<file path="src/hdl/sis_pkg.sv">
// Shared constants, codes and types of the sorted identifier set.
package sis_pkg;

    // Store geometry.
    localparam int CAPACITY = 64;
    localparam int KEY_BITS = 64;
    localparam int CNT_W    = $clog2(CAPACITY + 1);

    // Field widths that the channels carry.
    localparam int OP_W     = 2;
    localparam int KEY_W    = 64;
    localparam int STATUS_W = 2;
    localparam int RANK_W   = 7;

    // Operation codes. The unused code behaves as a membership test.
    localparam logic [OP_W-1:0] OP_INSERT = 2'd0;
    localparam logic [OP_W-1:0] OP_ERASE  = 2'd1;
    localparam logic [OP_W-1:0] OP_LOOKUP = 2'd2;

    // Result status codes.
    localparam logic [STATUS_W-1:0] ST_CHANGED   = 2'd0;
    localparam logic [STATUS_W-1:0] ST_UNCHANGED = 2'd1;
    localparam logic [STATUS_W-1:0] ST_FULL      = 2'd2;

    typedef enum logic [1:0] {
        S_IDLE,
        S_CMP,
        S_APPLY
    } state_t;

    // Commands broadcast from the controller to every cell.
    typedef struct packed {
        logic load_flags;
        logic do_insert;
        logic do_erase;
    } cell_ctrl_t;

endpackage

</file>
<file path="src/hdl/sis_cell.sv">
// One storage cell of the sorted chain: holds one key, compares and shifts.
module sis_cell (
    input  logic                             clk,
    input  logic                             rst_n,
    input  sis_pkg::cell_ctrl_t              ctrl,
    input  logic [sis_pkg::KEY_BITS-1:0]     key,
    input  logic                             left_lt,
    input  logic [sis_pkg::KEY_BITS-1:0]     left_entry,
    input  logic                             left_valid,
    input  logic [sis_pkg::KEY_BITS-1:0]     right_entry,
    input  logic                             right_valid,
    output logic [sis_pkg::KEY_BITS-1:0]     entry,
    output logic                             valid,
    output logic                             lt,
    output logic                             eq,
    output logic                             bnd
);
    import sis_pkg::*;

    logic [KEY_BITS-1:0] entry_reg, entry_next;
    logic                valid_reg, valid_next;
    logic                lt_reg, lt_next;
    logic                eq_reg, eq_next;

    // The boundary cell is the first one whose key is not smaller.
    assign bnd = !lt_reg && left_lt;

    always_comb
    begin
        lt_next    = lt_reg;
        eq_next    = eq_reg;
        entry_next = entry_reg;
        valid_next = valid_reg;
        if (ctrl.load_flags)
        begin
            lt_next = valid_reg && (entry_reg < key);
            eq_next = valid_reg && (entry_reg == key);
        end
        if (ctrl.do_insert && !lt_reg)
        begin
            if (left_lt)
            begin
                entry_next = key;
                valid_next = 1'b1;
            end
            else
            begin
                entry_next = left_entry;
                valid_next = left_valid;
            end
        end
        else if (ctrl.do_erase && !lt_reg)
        begin
            entry_next = right_entry;
            valid_next = right_valid;
        end
    end

    always_ff @(posedge clk or negedge rst_n)
    begin
        if (!rst_n)
        begin
            valid_reg <= 1'b0;
        end
        else
        begin
            valid_reg <= valid_next;
        end
    end

    always_ff @(posedge clk)
    begin
        entry_reg <= entry_next;
        lt_reg    <= lt_next;
        eq_reg    <= eq_next;
    end

    assign entry = entry_reg;
    assign valid = valid_reg;
    assign lt    = lt_reg;
    assign eq    = eq_reg;

endmodule

</file>
<file path="config.mk">
export PLATFORM = sky130hd
export DESIGN_NAME = sis_cell
export DESIGN_NICKNAME = d
export VERILOG_FILES = /design/src/hdl/sis_pkg.sv /design/src/hdl/sis_cell.sv
export SDC_FILE = /design/constraint.sdc
export NUM_CORES = 1
export LEC_CHECK = 0
export BUFFER_PORTS_ARGS = -buffer_cell sky130_fd_sc_hd__buf_2
export CAP_MARGIN = 20
export CORE_MARGIN = 2
export CORE_UTILIZATION = 40
export CTS_CLUSTER_SIZE = 40
export DETAILED_ROUTE_END_ITERATION = 12
export GPL_TIMING_DRIVEN = 0
export MAX_ROUTING_LAYER = met4
export PLACE_DENSITY = 0.73
export SLEW_MARGIN = 20
export SYNTH_ARGS = -nofsm -noshare
export SYNTH_HDL_FRONTEND = slang
export SYNTH_SLANG_ARGS = --single-unit
</file>
<file path="constraint.sdc">
create_clock -name clk -period 4.4 [get_ports clk]
set_clock_uncertainty 0.1 [all_clocks]
set_input_delay 0.44 -clock clk [delete_from_list [all_inputs] [get_ports clk]]
set_output_delay 0.44 -clock clk [all_outputs]
set_load 0.02 [all_outputs]
</file>
==> results of run 1 <==
through the flow:
stage / utilization (%) / setup WS (ns) / hold slack [ns] / instances / cell area [um^2]
6_report: 57.0 / 2.03 / 0.240 / 971 / 6910
5_1_grt: 57.0 / 1.79 / 0.237 / 971 / 6910
4_1_cts: 57.0 / 1.93 / 0.231 / 971 / 6910
3_5_place_dp: 54.9 / 1.75 / 0.118 / 954 / 6640
3_3_place_gp: 54.1 / -1.15 / 0.115 / 951 / 6550
2_1_floorplan: - / 0.445 / 0.0444 / 517 / 5010
layout make-up:
type	count	area [um^2]	area share, %
inverter	67	251	3.64
tap	168	210	3.04
clock inverter	4	17.5	0.254
sequential	67	2010	29.1
buffer	22	93.8	1.36
clock buffer	12	236	3.42
multi-input combinational	361	2670	38.6
timing repair buffer	270	1420	20.6
cell usage after synthesis (2+ instances only):
master     count  area share [%]
nand4_2        4             1.0
ha_1          64              16
buf_2          9            0.90
o21ai_0       69             6.9
nor4_4         2            0.85
nand2_1       80             6.0
buf_1          2            0.15
nand4_1        9             1.1
mux2i_1       64              13
nor3_1         2            0.20
clkbuf_1      11            0.82
o21ai_1        2            0.20
a221oi_1       3            0.52
nand2b_1       2            0.25
a21o_1         7             1.0
a21oi_1       26             2.6
nor2_1         6            0.45
a2111oi_0      2            0.35
inv_1         67             5.0
nand3_1        7            0.70
edfxtp_1      66              40
cells in the final DEF, fill, tap and decap left out, types with 2 or more instances in the layout:
master	Yosys	routed
clkbuf_1	11	14
a2111oi_0	2	2
nor3_1	2	2
inv_1	67	67
a221oi_1	3	3
a21oi_1	26	26
buf_2	9	275
nand4_2	4	4
ha_1	64	64
nand3_1	7	7
nand2_1	80	80
edfxtp_1	66	66
buf_1	2	2
nor2_1	6	5
clkinv_2	0	2
clkinv_1	0	2
o21ai_1	2	2
nand2b_1	2	2
nor4_4	2	2
buf_16	0	3
o21ai_0	69	69
mux2i_1	64	64
clkbuf_16	0	9
a21o_1	7	7
nand4_1	9	9
metal layers:
metal	share of wire (%)	track usage, %
met4	2.2	8.02
met3	6.8	4.34
met2	50	39.1
met5	0	-
met1	41	25.9
report_power, final:
| group | switching (mW) | internal [mW] | leakage [nW] |
|---|---|---|---|
| logic | 0.447 | 0.303 | 2.90 |
| clock network | 0.259 | 0.376 | 0.125 |
| registers | 0.0513 | 0.824 | 0.660 |
| total | 0.758 | 1.50 | 3.69 |
final timing paths:
check,from,endpoint,slack (ns),depth (start not counted)
worst max-delay path,entry[59]$_DFFE_PP_,lt$_DFFE_PP_,2.03,6
worst min-delay path,ctrl[2],eq$_DFFE_PP_,0.24,1
worst max register to register,entry[59]$_DFFE_PP_,lt$_DFFE_PP_,2.03,6
worst min register to register,valid$_DFFE_PN0P_,valid$_DFFE_PN0P_,0.55,2
max in group asynchronous,rst_n,valid$_DFFE_PN0P_,3.76,2
min in group asynchronous,rst_n,valid$_DFFE_PN0P_,0.36,2
what timing repair did:
| item | CTS | global route |
|---|---|---|
| endpoints found under the hold margin | 1 | 0 |
| setup endpoints to repair | 0 | 0 |
| hold buffers | 1 | 0 |
kinds of logic (layout without fill, tap and decap cells):
| family | Yosys count | in the layout |
|---|---|---|
| buf+inv | 89 | 375 |
| compound gates | 115 | 115 |
| mux | 64 | 64 |
| flops | 67 | 67 |
| simple gates | 118 | 118 |
| fa+ha+maj | 64 | 64 |
worst register-to-register path: stages (launching register included):
cell	delay [ns]
edfxtp_1	0.39
ha_1	0.35
nand4_2	0.18
nor4_4	0.44
nand4_2	0.19
nor4_2	0.32
a221oi_1	0.12
==> impl_metrics.tcl, run 1 <==
set metrics [dict create \
    routedWlPerCell_um 15.2 \
    clock_sinks 67 \
    via_count 4772 \
    insertion_delay_ns 0.33 \
    core_area_mm2 0.0121 \
    grt_max_degree 21 \
    syn-cell-area_mm2 0.00501 \
    rows 40 \
    cts.clk_slew.worst_paths_ns 0.06 \
    powerDensity_mw_per_mm2 327 \
    critical_path_class "register to register" \
    period_needed_ns 2.37 \
    syn_area_per_cell_um2 9.69 \
    synth-edff-count 66 \
    antenna_found_initial 0 \
    gp_congestion 0.869 \
    crit_buf_inv 0 \
    yosys_warnings 0 \
    min_path_type "primary input to register" \
    area_growth_syn_to_layout_pct 37.8 \
    first_global_vias 4671 \
    nets 1062 \
    fmax_mhz 421 \
    gr-total-overflow 0 \
    synth_top_family_by_area "adder cells" \
    hold_viol_final 0 \
    synthMuxAreaShare_pct 12.8 \
    cp.arrival_ns 2.32 \
    fin_crit_sh_pct 54.0 \
    crit_slowest_cell "nor4_4" \
    viasPerCell 4.91 \
    largest_reg_flops 64 \
    grt_pass1_wl_mm 22.5 \
    cap_violations 0 \
    required_ns 4.35 \
    antenna_cells 0 \
    syn-instance-count 517 \
    p_total_mw 2.26 \
    cts_max_level 3 \
    ys_seq_elements 67 \
    initial_core_util_pct 41.4 \
    setup-tns-final_ns 0 \
    routed_wl_mm 14.8 \
    critPathMostFrequentCell "nand4_2" \
    cts_max_path_buffers 2 \
    setup_viol 0 \
    crit_path_end_kind "register" \
    synthXorXnorAreaFrac_pct 0 \
    cp_top_family "simple AND/OR/NAND/NOR gates" \
    portBuffers 266 \
    rsz0062_at_grt "no" \
    dp.final_hpwl_mm 12.3 \
    ant_nets 0 \
    first_pass_iters 4 \
    drt_iter0_drc 146 \
    synth-simple-area-share_pct 11.8 \
    die_area_mm2 0.0134 \
    seq_area_frac_synth_pct 40.0 \
    cts_resized 0 \
    critPathLaunchType "register" \
    synth-compound-area-share_pct 12.5 \
    critPathMaxFanout 3 \
    fp.dieH_um 116 \
    synth_fa_ha_area_share_pct 16.0 \
    ir_worst_vdd_v 0.000165 \
    drc 0 \
    cts_buffers 9 \
    cpPeakStageDelay_ns 0.44 \
    die_x_um 116 \
    top_level_ports 268 \
    grt.total_usage_pct 22.5 \
    outcome "completed" \
    synth_ff_type "edfxtp_1" \
    worst_slew_pin_slew_ns 0.565 \
    report.final.slew_viol_count 0 \
    async_flop_share_pct 1.49 \
    cts_tree "built" \
    slew_headroom_pct 62.0 \
    fillers 1176 \
    post_cts.repair.setup_buffers 0 \
    yosysUniqueCellTypes 34 \
    syn_nets 781 \
    drive_gt1_share_pct 37.1 \
    root_buffer "clkbuf_16" \
    p_leak_nw 3.69 \
    path_cells "ha_1 -> nand4_2 -> nor4_4 -> nand4_2 -> nor4_2 -> a221oi_1" \
]
No activity file was read; power rests on OpenSTA's default activity.
==> run 2, diff against run 1 <==
==> constraint.sdc (replaced) <==
create_clock -name clk -period 2.3 [get_ports clk]
set_clock_uncertainty 0.1 [all_clocks]
set_input_delay 0.23 -clock clk [delete_from_list [all_inputs] [get_ports clk]]
set_output_delay 0.23 -clock clk [all_outputs]
set_load 0.02 [all_outputs]
==> run 2 against run 1 <==
Compared with the run above: clock power increased by 89%; final area increased by 0.94%; cell count increased by 0.31%; sequential power increased by 91%; combinational power increased by 95%; non-clock buffer count increased by 3; critical path type unchanged; largest cell class unchanged.
==> impl_metrics.tcl, run 2 (synthesis results as in run 1) <==
set metrics [dict create \
    report.final.slew_viol_count 0 \
    cp_top_family "compound AO/OA/AOI/OAI gates" \
    final_common_cell "buf_2" \
    cts_buffers 9 \
    seqPwrFrac_pct 38.6 \
    cpPeakStageDelay_ns 0.62 \
    viasPerCell 4.93 \
    switching_power_mw 1.46 \
    crit-reg2reg-launch "entry[63]$_DFFE_PP_" \
    ir_worst_vdd_v 0.000285 \
    clock_sinks 67 \
    setup_viol 0 \
    routedWlPerCell_um 15.3 \
    finalCoreUtilization_pct 57.6 \
    ant_nets 0 \
    r2r_setup_slack_ns 0.09 \
    die_x_um 116 \
    slew_headroom_pct 57.2 \
    drc 0 \
    finalInstanceArea_mm2 0.00697 \
    fp.dieH_um 116 \
    largest_reg_flops 64 \
    min_path_type "primary input to register" \
    grt_pass1_wl_mm 22.8 \
    outcome "completed" \
    switching_share_pct 33.7 \
    final_cell_mix "buf_2, nand2_1, o21ai_0" \
    required_ns 2.25 \
    gr-total-overflow 0 \
    via_count 4803 \
    p_comb_share_pct 33.6 \
    fin_crit_sh_pct 96.0 \
    first_pass_iters 4 \
    critPathMaxFanout 4 \
    min_to "eq$_DFFE_PP_" \
    period_needed_ns 2.21 \
    antenna_found_initial 1 \
    hold_start "ctrl[2]" \
    dp.final_hpwl_mm 12.1 \
    cts_max_level 3 \
    p_leak_nw 3.71 \
    crit_path_end_kind "register" \
    crit_slowest_cell "a2111oi_0" \
    drive_gt1_share_pct 37.9 \
    initial_core_util_pct 41.4 \
    cts_max_path_buffers 2 \
    grt.total_usage_pct 22.7 \
    portBuffers 266 \
    fin_ws_ns 0.0928 \
    fmax_mhz 453 \
    powerDensity_mw_per_mm2 622 \
    grt_max_degree 23 \
    top_level_ports 268 \
    worst_slew_pin_slew_ns 0.625 \
    core_area_mm2 0.0121 \
    area_growth_syn_to_layout_pct 39.1 \
    cap_violations 0 \
    gp_congestion 0.871 \
    cp.arrival_ns 2.16 \
    die_area_mm2 0.0134 \
    placed_cell_area_mm2 0.00664 \
    critPathLaunchType "register" \
    critical_path_class "register to register" \
    crit_buf_inv 0 \
    hold_viol_final 0 \
    nets 1065 \
    first_global_vias 4803 \
    rsz0062_at_grt "yes" \
    min_path_cells 1 \
    routed_wl_mm 14.9 \
    root_buffer "clkbuf_16" \
    reg2regPathDepth 6 \
    path_cells "ha_1 -> nand4_4 -> a2111oi_0 -> nor4_2 -> o211ai_1 -> a221oi_1" \
    drt_iter0_drc 222 \
    pre_cts_slack_ns -0.118 \
    rows 40 \
    crit_cells 6 \
    cts.clk_slew.worst_paths_ns 0.05 \
    insertion_delay_ns 0.33 \
    setup-tns-final_ns 0 \
    cts_tree "built" \
    p_int_mw 2.88 \
    reg2reg_to "lt$_DFFE_PP_" \
    clock_power_share_pct 27.8 \
]
## run 2: worst max-delay path by stage
stage                     slack [ns]             endpoint                 from
after global routing           -0.08         lt$_DFFE_PP_  entry[58]$_DFFE_PP_
after CTS                     0.0009  entry[61]$_DFFE_PP_         lt$_DFFE_PP_
after floorplan                 0.13         lt$_DFFE_PP_  entry[46]$_DFFE_PP_
after global placement         -0.32    valid$_DFFE_PN0P_         lt$_DFFE_PP_
after detailed placement       -0.12         lt$_DFFE_PP_  entry[63]$_DFFE_PP_
final                           0.09         lt$_DFFE_PP_  entry[63]$_DFFE_PP_
## run 2: routing by layer
layer	track usage [%]	vias up	wire (um)
met3	3.40	17	872
met2	40.5	167	7490
met1	26.3	2195	6260
met4	6.98	0	262
met5	-	-	0
li1	-	2424	-
## run 2: through the flow
step / power (mW) / instances / hold slack [ns]
finish: 4.34 / 974 / 0.0375
global route: 4.61 / 974 / 0.0317
CTS: 4.37 / 973 / 0.0265
detailed placement: 3.15 / 954 / -0.0932
global placement: 3.08 / 951 / -0.0945
floorplan: 2.53 / 517 / -0.166
## run 2: cell type report
| type | count | area, um^2 |
|---|---|---|
| antenna | 1 | 2.50 |
| buffer | 22 | 95.1 |
| clock buffer | 10 | 229 |
| clock inverter | 5 | 21.3 |
| fill | 1158 | 5140 |
| inverter | 67 | 251 |
| multi-input combinational | 361 | 2710 |
| sequential | 67 | 2010 |
| tap | 168 | 210 |
| timing repair buffer | 273 | 1450 |
## run 2: repair_timing
action,4_1_cts,5_1_grt
hold endpoints to repair,1,0
gates resized for setup,3,5
setup buffers,3,0
setup endpoints to repair,2,11
pin swaps,2,2
hold buffers,1,0
## run 2: power groups by stage
stage	logic [mW]	registers (mW)	clock network, mW
finish	1.46	1.67	1.20
global route	1.63	1.70	1.28
CTS	1.46	1.68	1.23
detailed placement	1.44	1.70	0
global placement	1.38	1.70	0
floorplan	0.638	1.90	0
